[src/mrr_pkg.sv]
// Shared types, codes and the CRC-16 byte fold for the Modbus RTU response receiver.
`timescale 1ns / 1ps
`default_nettype none

package mrr_pkg;

  // Default depth of the register word store
  localparam int MAX_REGISTERS_DEFAULT = 16;

  // Frame bytes besides the register words: address, function, byte count, two CRC bytes
  localparam int FRAME_OVERHEAD = 5;

  // CRC-16/MODBUS
  localparam logic [15:0] CRC_INIT = 16'hFFFF;
  localparam logic [15:0] CRC_POLY = 16'hA001;

  // Input opcodes
  localparam logic [1:0] OP_BEGIN   = 2'd0;
  localparam logic [1:0] OP_BYTE    = 2'd1;
  localparam logic [1:0] OP_TIMEOUT = 2'd2;

  // Result status codes
  localparam logic [1:0] ST_GOOD    = 2'd0;
  localparam logic [1:0] ST_TIMEOUT = 2'd1;
  localparam logic [1:0] ST_CRC_ERR = 2'd2;

  // Configuration register indexes
  localparam logic [1:0] CFG_SLAVE    = 2'd0;
  localparam logic [1:0] CFG_FUNCTION = 2'd1;
  localparam logic [1:0] CFG_COUNT    = 2'd2;

  // Configuration handed to the parser
  typedef struct packed {
    logic [7:0] expected_slave;
    logic [7:0] expected_function;
    logic [4:0] register_count;
  } cfg_t;

  // Receiver control states
  typedef enum logic [1:0] {
    S_IDLE,
    S_RECV,
    S_READ,
    S_LOAD
  } fsm_t;

  // Fold one byte into the running CRC, LSB first
  function automatic logic [15:0] crc_fold(input logic [15:0] crc, input logic [7:0] b);
    logic [15:0] c;
    c = crc ^ {8'h00, b};
    for (int i = 0; i < 8; i++) begin
      if (c[0]) begin
        c = (c >> 1) ^ CRC_POLY;
      end else begin
        c = c >> 1;
      end
    end
    return c;
  endfunction

endpackage

`default_nettype wire

[src/modbus_rtu_response_receiver.sv]
// A status result is registered for output the cycle after its final word is taken.
// A good frame emits its registers from the word store, each by a store read, then an
// output load; input is held off until the last one is loaded. Throughput: one input
// word per cycle while receiving and the output is free, set by the single parser update.
// Reset (rst, synchronous): receiver idle, config back to slave 1, function 3, 2 registers.
// The word store is not cleared by reset.
`timescale 1ns / 1ps
`default_nettype none

module modbus_rtu_response_receiver
  import mrr_pkg::*;
#(
  parameter int MAX_REGISTERS = MAX_REGISTERS_DEFAULT
) (
  input  wire logic        clk,
  input  wire logic        rst,
  input  wire logic        in_valid,
  output logic             in_ready,
  input  wire logic [1:0]  opcode,
  input  wire logic [7:0]  rx_byte,
  output logic             out_valid,
  input  wire logic        out_ready,
  output logic      [1:0]  status,
  output logic      [3:0]  register_index,
  output logic      [15:0] register_value,
  output logic             last,
  input  wire logic        cfg_valid,
  output logic             cfg_ready,
  input  wire logic [1:0]  cfg_index,
  input  wire logic [7:0]  cfg_data
);

  cfg_t cfg;

  assign cfg_ready = 1'b1;

  // Configuration registers
  always_ff @(posedge clk) begin
    if (rst) begin
      cfg.expected_slave    <= 8'd1;
      cfg.expected_function <= 8'd3;
      cfg.register_count    <= 5'd2;
    end else if (cfg_valid && cfg_ready) begin
      case (cfg_index)
        CFG_SLAVE:    cfg.expected_slave    <= cfg_data;
        CFG_FUNCTION: cfg.expected_function <= cfg_data;
        CFG_COUNT:    cfg.register_count    <= cfg_data[4:0];
        default: begin
        end
      endcase
    end
  end

  mrr_parser #(
    .MAX_REGISTERS (MAX_REGISTERS)
  ) u_parser (
    .clk            (clk),
    .rst            (rst),
    .cfg            (cfg),
    .in_valid       (in_valid),
    .in_ready       (in_ready),
    .opcode         (opcode),
    .rx_byte        (rx_byte),
    .out_valid      (out_valid),
    .out_ready      (out_ready),
    .status         (status),
    .register_index (register_index),
    .register_value (register_value),
    .last           (last)
  );

endmodule

`default_nettype wire

[src/mrr_store.sv]
// Register word store: one write port, one registered read port.
`timescale 1ns / 1ps
`default_nettype none

module mrr_store #(
  parameter int DEPTH = 16,
  parameter int AW    = 4
) (
  input  wire logic          clk,
  input  wire logic          we,
  input  wire logic [AW-1:0] waddr,
  input  wire logic [15:0]   wdata,
  input  wire logic          re,
  input  wire logic [AW-1:0] raddr,
  output logic      [15:0]   rdata
);

  logic [15:0] mem [DEPTH];

  // Write port
  always_ff @(posedge clk) begin
    if (we) begin
      mem[waddr] <= wdata;
    end
  end

  // Read port, registered; data holds while no read is issued
  always_ff @(posedge clk) begin
    if (re) begin
      rdata <= mem[raddr];
    end
  end

endmodule

`default_nettype wire

[src/mrr_parser.sv]
// Frame parser: address hunt, byte counting, CRC, word storage and result sequencing.
`timescale 1ns / 1ps
`default_nettype none

module mrr_parser
  import mrr_pkg::*;
#(
  parameter int MAX_REGISTERS = MAX_REGISTERS_DEFAULT
) (
  input  wire logic        clk,
  input  wire logic        rst,
  input  wire cfg_t        cfg,
  input  wire logic        in_valid,
  output logic             in_ready,
  input  wire logic [1:0]  opcode,
  input  wire logic [7:0]  rx_byte,
  output logic             out_valid,
  input  wire logic        out_ready,
  output logic      [1:0]  status,
  output logic      [3:0]  register_index,
  output logic      [15:0] register_value,
  output logic             last
);

  localparam int AW = (MAX_REGISTERS > 1) ? $clog2(MAX_REGISTERS) : 1;
  localparam logic [4:0] MAX_N = 5'(MAX_REGISTERS);

  // Control and frame state
  fsm_t        state, state_next;
  logic [5:0]  bytes_received, bytes_received_next;
  logic [15:0] running_crc, running_crc_next;
  logic [7:0]  held_hi, held_hi_next;
  logic [7:0]  high_byte_latch, high_byte_latch_next;
  logic [4:0]  emit_cnt, emit_cnt_next;

  // Store port
  logic          mem_we, mem_re;
  logic [AW-1:0] mem_waddr;
  logic [15:0]   mem_wdata;
  logic [15:0]   mem_q;

  // Output word load
  logic        load;
  logic [1:0]  ld_status;
  logic [3:0]  ld_index;
  logic [15:0] ld_value;
  logic        ld_last;

  // Frame geometry
  logic [4:0] num;
  logic [5:0] frame_len;
  logic [5:0] word_pos;
  logic [5:0] cnt_inc;
  logic       in_body;
  logic       out_free;
  logic       accept;

  mrr_store #(
    .DEPTH (MAX_REGISTERS),
    .AW    (AW)
  ) u_store (
    .clk   (clk),
    .we    (mem_we),
    .waddr (mem_waddr),
    .wdata (mem_wdata),
    .re    (mem_re),
    .raddr (emit_cnt[AW-1:0]),
    .rdata (mem_q)
  );

  assign num       = (cfg.register_count > MAX_N) ? MAX_N : cfg.register_count;
  assign frame_len = 6'(FRAME_OVERHEAD) + {num, 1'b0};
  assign word_pos  = bytes_received - 6'd3;
  assign cnt_inc   = bytes_received + 6'd1;
  assign in_body   = ({1'b0, bytes_received} + 7'd2) < {1'b0, frame_len};
  assign out_free  = !out_valid || out_ready;
  assign in_ready  = ((state == S_IDLE) || (state == S_RECV)) && out_free;
  assign accept    = in_valid && in_ready;
  assign mem_waddr = word_pos[AW:1];
  assign mem_wdata = {high_byte_latch, rx_byte};

  // Next state and per-word actions
  always_comb begin
    state_next           = state;
    bytes_received_next  = bytes_received;
    running_crc_next     = running_crc;
    held_hi_next         = held_hi;
    high_byte_latch_next = high_byte_latch;
    emit_cnt_next        = emit_cnt;
    mem_we               = 1'b0;
    mem_re               = 1'b0;
    load                 = 1'b0;
    ld_status            = ST_GOOD;
    ld_index             = 4'd0;
    ld_value             = 16'd0;
    ld_last              = 1'b1;

    case (state)
      S_IDLE, S_RECV: begin
        if (accept) begin
          case (opcode)
            OP_BEGIN: begin
              state_next           = S_RECV;
              bytes_received_next  = 6'd0;
              running_crc_next     = CRC_INIT;
              held_hi_next         = 8'd0;
              high_byte_latch_next = 8'd0;
            end
            OP_TIMEOUT: begin
              if (state == S_RECV) begin
                state_next = S_IDLE;
                load       = 1'b1;
                ld_status  = ST_TIMEOUT;
              end
            end
            OP_BYTE: begin
              if (state == S_RECV) begin
                if ((bytes_received == 6'd0) && (rx_byte != cfg.expected_slave)) begin
                  // still hunting for the address
                end else if ((bytes_received == 6'd1) &&
                             (rx_byte != cfg.expected_function)) begin
                  // wrong function: restart, maybe with this byte as address
                  bytes_received_next  = 6'd0;
                  running_crc_next     = CRC_INIT;
                  held_hi_next         = 8'd0;
                  high_byte_latch_next = 8'd0;
                  if (rx_byte == cfg.expected_slave) begin
                    running_crc_next    = crc_fold(CRC_INIT, rx_byte);
                    bytes_received_next = 6'd1;
                  end
                end else begin
                  if (in_body) begin
                    running_crc_next = crc_fold(running_crc, rx_byte);
                    if (bytes_received >= 6'd3) begin
                      if (!word_pos[0]) begin
                        high_byte_latch_next = rx_byte;
                      end else begin
                        mem_we = 1'b1;
                      end
                    end
                  end else begin
                    held_hi_next = rx_byte;
                  end
                  bytes_received_next = cnt_inc;
                  // frame complete; CRC is final here since tail bytes do not fold
                  if (cnt_inc >= frame_len) begin
                    state_next = S_IDLE;
                    if (running_crc != {rx_byte, held_hi}) begin
                      load      = 1'b1;
                      ld_status = ST_CRC_ERR;
                    end else if (num == 5'd0) begin
                      load = 1'b1;
                    end else begin
                      emit_cnt_next = 5'd0;
                      state_next    = S_READ;
                    end
                  end
                end
              end
            end
            default: begin
            end
          endcase
        end
      end
      S_READ: begin
        mem_re     = 1'b1;
        state_next = S_LOAD;
      end
      S_LOAD: begin
        if (out_free) begin
          load     = 1'b1;
          ld_index = emit_cnt[3:0];
          ld_value = mem_q;
          ld_last  = (5'(emit_cnt + 5'd1) == num);
          if (ld_last) begin
            state_next = S_IDLE;
          end else begin
            emit_cnt_next = emit_cnt + 5'd1;
            state_next    = S_READ;
          end
        end
      end
      default: begin
        state_next = S_IDLE;
      end
    endcase
  end

  // State registers
  always_ff @(posedge clk) begin
    if (rst) begin
      state           <= S_IDLE;
      bytes_received  <= 6'd0;
      running_crc     <= CRC_INIT;
      held_hi         <= 8'd0;
      high_byte_latch <= 8'd0;
      emit_cnt        <= 5'd0;
    end else begin
      state           <= state_next;
      bytes_received  <= bytes_received_next;
      running_crc     <= running_crc_next;
      held_hi         <= held_hi_next;
      high_byte_latch <= high_byte_latch_next;
      emit_cnt        <= emit_cnt_next;
    end
  end

  // Output word register
  always_ff @(posedge clk) begin
    if (rst) begin
      out_valid <= 1'b0;
    end else if (load) begin
      out_valid <= 1'b1;
    end else if (out_ready) begin
      out_valid <= 1'b0;
    end
  end

  always_ff @(posedge clk) begin
    if (load) begin
      status         <= ld_status;
      register_index <= ld_index;
      register_value <= ld_value;
      last           <= ld_last;
    end
  end

endmodule

`default_nettype wire
[config.mk]
export PLATFORM = sky130hd
export DESIGN_NAME = modbus_rtu_response_receiver
export DESIGN_NICKNAME = d
export VERILOG_FILES = /design/src/mrr_pkg.sv /design/src/modbus_rtu_response_receiver.sv /design/src/mrr_store.sv /design/src/mrr_parser.sv
export SDC_FILE = /design/constraint.sdc
export NUM_CORES = 1
export LEC_CHECK = 0
export BUFFER_PORTS_ARGS = -buffer_cell sky130_fd_sc_hd__buf_2
export CAP_MARGIN = 40
export CORE_ASPECT_RATIO = 1.25
export CORE_MARGIN = 5
export CORE_UTILIZATION = 29
export DETAILED_ROUTE_END_ITERATION = 16
export PLACE_DENSITY = 0.52
export RECOVER_POWER = 100
export SYNTH_ARGS = -nofsm -noshare
export SYNTH_HDL_FRONTEND = slang
export SYNTH_SLANG_ARGS = --single-unit
[constraint.sdc]
create_clock -name clk -period 4.4 [get_ports clk]
set_input_delay 0.44 -clock clk [delete_from_list [all_inputs] [get_ports clk]]
set_output_delay 0.44 -clock clk [all_outputs]
set_load 0.02 [all_outputs]
==> impl_metrics.yaml <==
status:
  outcome: "finished with violations"
  violations: "capacitance limit, slew limit"
flow_run:
  timing.max_cap.violations: 2
grt:
  largest_net_degree_at_the_start_of_global_routing: 55
  number_of_antenna_violations_at_the_first_check_in_global_routing: 0
  global_route_track_usage_on_met2_pct: 22.7
  gr-max-usage-layer: "met2"
  first_pass_grt_wire_length_um: 57300
  vias_in_the_first_global_route: 8833
  global_route.usage.met3_pct: 2.08
  grt_util_met1_pct: 16.6
  global_route.overflow_total: 0
  gr-usage-all-layers_pct: 13.0
detailed_routing:
  post-route-drc-count: 0
  antenna_violating_nets_post_route: 0
  detailedRoute.firstPassIterationCount: 5
  via_per_inst: 4.85
  wl_final_um: 37800
  post_drt_wl_per_cell_um: 21.9
  drt_iter0_markers: 453
  via_count: 8369
hold_path:
  worst_hold_path.endpoint: "cfg[11]"
  min_delay_worst_type: "input pin to flip-flop"
  min-delay-start: "cfg_data[6]"
  hold_depth: 3
floorplanning:
  io_pins: 51
  floorplan.core_area_um2: 52800
  floorplan.rows: 94
  die_width_um: 217
  dieHeight_um: 268
  initial_utilization_pct: 29.3
  floorplan.die_area_um2: 58100
sta:
  final-max-slew-violation-count: 67
  rsz0062_at_grt: "false"
  maxSlewHeadroom_pct: -46.6
  fin_crit_sh_pct: 88.8
  max_clock_freq_ghz: 0.256
  final-hold-violation-count: 0
  fin_hold_ws_ns: 0.143
  worst_clock_skew_ns: 0.0110
  report.final.setup_viol: 0
  fin_setup_tns_ns: 0
  finalWorstPathRequiredPeriod_ns: 3.91
  worst_setup_margin_ns: 0.493
  tightestPinTransition_ns: 2.20
clock_tree:
  cts_sinks: 362
  clock_insertion_delay_worst_skew_ns: 0.55
  cts.htree.levels: 2
  post_cts.repair.setup_buffers: 0
  ctsHoldBuffers: 0
  tritoncts.num_buffers: 40
  path_clk_slew_ns: 0.06
  post_cts_resize_count: 0
  tritoncts: "built"
  cts-root-to-sink-buffers: 3
  cts_root_buf: "sky130_fd_sc_hd__clkbuf_16"
logic_synthesis:
  edff_count_synth: 295
  netlist_instances: 955
  synth.yosys.warnings: 0
  synth_area_leader_cell: "sky130_fd_sc_hd__edfxtp_1"
  synth_seq_area_share_pct: 65.9
  postSynthAreaPerCell_um2: 16.2
  synthesis.nets: 996
  ys_dominant_reg_cell: "sky130_fd_sc_hd__edfxtp_1"
  synth.ff_latch_count: 362
  syn_area_um2: 15500
  synth_top_area_share_pct: 57.2
  post_synth_num_cell_types: 79
  fraction_of_registers_with_async_set_reset_pct: 0
  synth_top_cells_by_area: "sky130_fd_sc_hd__edfxtp_1, sky130_fd_sc_hd__mux4_2, sky130_fd_sc_hd__dfxtp_1, sky130_fd_sc_hd__xnor2_1, sky130_fd_sc_hd__mux2i_1"
final_layout:
  antenna-diode-count: 0
  post-route-util_pct: 33.7
  syn2layout_area_growth_pct: 15.1
  final_layout_size_suffix_gt1_share_pct: 21.0
  nets: 1069
placed_design:
  portBuffers: 49
  dpl_worst_slack_ns: 0.685
  globalplace.congestion: 0.802
  dp_hpwl_um: 25700
power:
  post-layout-total-power_mw: 7.33
  power_leakage_nw: 5.61
  vdd_drop_max_v: 0.000232
  pwr_density_cell_nw_per_um2: 412
worst_setup_path:
  critical-path-max-stage-delay_ns: 0.77
  worst_setup_path_end_kind: "flip-flop"
  timing.critical_path.slowest_stage_cell: "sky130_fd_sc_hd__clkbuf_1"
  worst-r2r-setup-slack_ns: 0.49
  timing_worst_setup_path_type: "flip-flop to flip-flop"
  cp.arrival_ns: 4.07
  worst_setup_path_start_kind: "flip-flop"
  worstPathMaxFanout: 16
  worst_ep_required_time_ns: 4.56
  family_with_the_most_delay_on_the_worst_path: "adder cells"
  destination_of_the_worst_register_to_register_timing_path: "u_parser.u_store.mem[11][7]"
  path_cells: "inv_1 > ha_1 > inv_1 > ha_1 > a211oi_1 > o21bai_1 > maj3_1 > a21oi_4 > and4bb_1 > nand2_1 > nor2_2 > clkbuf_1"
  reg2regPathDepth: 12
  critical_path_buf_inv_count: 3
  worst_r2r_startpoint: "u_parser.bytes_received[2]"
## metrics by stage
step | area [µm²] | std cells
4_1_cts | 18000 | 1726
3_3_place_gp | 16600 | 1657
5_1_grt | 17800 | 1726
3_5_place_dp | 16700 | 1658
6_report | 17800 | 1726
2_1_floorplan | 15500 | 955
## registers in the layout, summed over array words and instances, names as in the netlist, 4 cells and up
name / count
cfg: 21
u_parser.bytes_received: 6
u_parser.emit_cnt: 5
u_parser.held_hi: 8
u_parser.high_byte_latch: 8
u_parser.register_index: 4
u_parser.register_value: 16
u_parser.running_crc: 16
u_parser.u_store.mem: 256
u_parser.u_store.rdata: 16
## metal layers
layer  up-vias  part of all wire (%)
met5         -                     0
met4         0                   2.9
met3        63                   3.8
met2       174                    51
met1      4306                    43
li1       3826                     -
## layout by cell type, fill, tap and decap left out, types with 4 or more instances in the layout
cell	n
sky130_fd_sc_hd__xnor2_1	52
sky130_fd_sc_hd__buf_2	14
sky130_fd_sc_hd__xor2_1	24
sky130_fd_sc_hd__and2_0	12
sky130_fd_sc_hd__a211oi_1	4
sky130_fd_sc_hd__a22oi_1	9
sky130_fd_sc_hd__nand2_1	37
sky130_fd_sc_hd__mux4_2	80
sky130_fd_sc_hd__nor2_2	12
sky130_fd_sc_hd__o22ai_1	5
sky130_fd_sc_hd__clkinvlp_4	4
sky130_fd_sc_hd__buf_4	12
sky130_fd_sc_hd__nand3_1	18
sky130_fd_sc_hd__and2_1	11
sky130_fd_sc_hd__dfxtp_1	64
sky130_fd_sc_hd__clkinv_2	4
sky130_fd_sc_hd__nor2b_1	7
sky130_fd_sc_hd__a21oi_1	18
sky130_fd_sc_hd__nand2b_1	6
sky130_fd_sc_hd__o21ai_0	16
sky130_fd_sc_hd__clkbuf_1	53
sky130_fd_sc_hd__nor3_1	11
sky130_fd_sc_hd__o21ai_1	9
sky130_fd_sc_hd__and3_1	11
sky130_fd_sc_hd__nor2_1	54
sky130_fd_sc_hd__nand4_1	11
sky130_fd_sc_hd__ha_1	16
sky130_fd_sc_hd__bufinv_16	5
sky130_fd_sc_hd__clkbuf_2	10
sky130_fd_sc_hd__clkbuf_16	41
sky130_fd_sc_hd__inv_1	11
sky130_fd_sc_hd__o211ai_1	6
sky130_fd_sc_hd__clkinv_1	5
sky130_fd_sc_hd__edfxtp_1	295
sky130_fd_sc_hd__mux2i_1	25
sky130_fd_sc_hd__a22o_1	8
## synthesized netlist by cell type (4+ instances only)
master	count
sky130_fd_sc_hd__o22ai_1	5
sky130_fd_sc_hd__buf_2	23
sky130_fd_sc_hd__ha_1	16
sky130_fd_sc_hd__nor2_1	66
sky130_fd_sc_hd__xnor2_1	52
sky130_fd_sc_hd__nor2b_1	7
sky130_fd_sc_hd__o21ai_1	12
sky130_fd_sc_hd__edfxtp_1	295
sky130_fd_sc_hd__o21ai_0	12
sky130_fd_sc_hd__a211oi_1	4
sky130_fd_sc_hd__nor3_1	11
sky130_fd_sc_hd__a22o_1	8
sky130_fd_sc_hd__nand2_1	37
sky130_fd_sc_hd__and2_1	23
sky130_fd_sc_hd__a22oi_1	9
sky130_fd_sc_hd__and3_1	11
sky130_fd_sc_hd__nand4_1	11
sky130_fd_sc_hd__mux2i_1	25
sky130_fd_sc_hd__o211ai_1	5
sky130_fd_sc_hd__clkbuf_1	18
sky130_fd_sc_hd__a21oi_1	18
sky130_fd_sc_hd__dfxtp_1	67
sky130_fd_sc_hd__nand2b_1	6
sky130_fd_sc_hd__xor2_1	24
sky130_fd_sc_hd__nand3_1	18
sky130_fd_sc_hd__inv_1	11
sky130_fd_sc_hd__mux4_2	80
sky130_fd_sc_hd__buf_1	11
## final cells by class
type	count	area (µm²)
fill	5025	35000
multi-input combinational	525	4970
clock buffer	44	1040
inverter	12	45.0
clock inverter	24	284
timing repair buffer	87	425
tap	672	841
sequential	362	10200
## cells by family after synthesis
| group | after synthesis | share of synthesized area, % |
|---|---|---|
| AOI/OAI and AO/OA | 108 | 5.07 |
| adders and majority gates | 17 | 1.37 |
| and+or+nand+nor | 210 | 7.30 |
| muxes | 107 | 13.4 |
| other | 1 | 0.0242 |
| xor gates and xnor gates | 82 | 4.97 |
| DFF | 362 | 65.9 |
| buffers and inverters | 68 | 1.96 |
## where the power goes
group	internal, mW	leakage (nW)	total (mW)	switching, mW
combinational	0.0877	1.84	0.248	0.160
sequential	3.68	3.13	3.70	0.0133
clock	2.01	0.635	3.39	1.38
## worst min-delay path, cell delays in order
cell and delay, ns:
sky130_fd_sc_hd__buf_2 0.09, sky130_fd_sc_hd__mux2i_1 0.05, sky130_fd_sc_hd__nor2_1 0.08
## how the worst max path moves through the flow
stage,from,to,cells past startpoint
2_1_floorplan,u_parser.bytes_received[2],u_parser.u_store.mem[8][0],12
3_3_place_gp,u_parser.bytes_received[2],u_parser.u_store.mem[14][4],11
3_5_place_dp,u_parser.bytes_received[2],u_parser.u_store.mem[14][0],11
4_1_cts,u_parser.bytes_received[2],u_parser.u_store.mem[14][2],11
5_1_grt,u_parser.bytes_received[2],u_parser.u_store.mem[8][13],12
6_report,u_parser.bytes_received[2],u_parser.u_store.mem[11][7],12
Power figures use the tool's default switching activity.
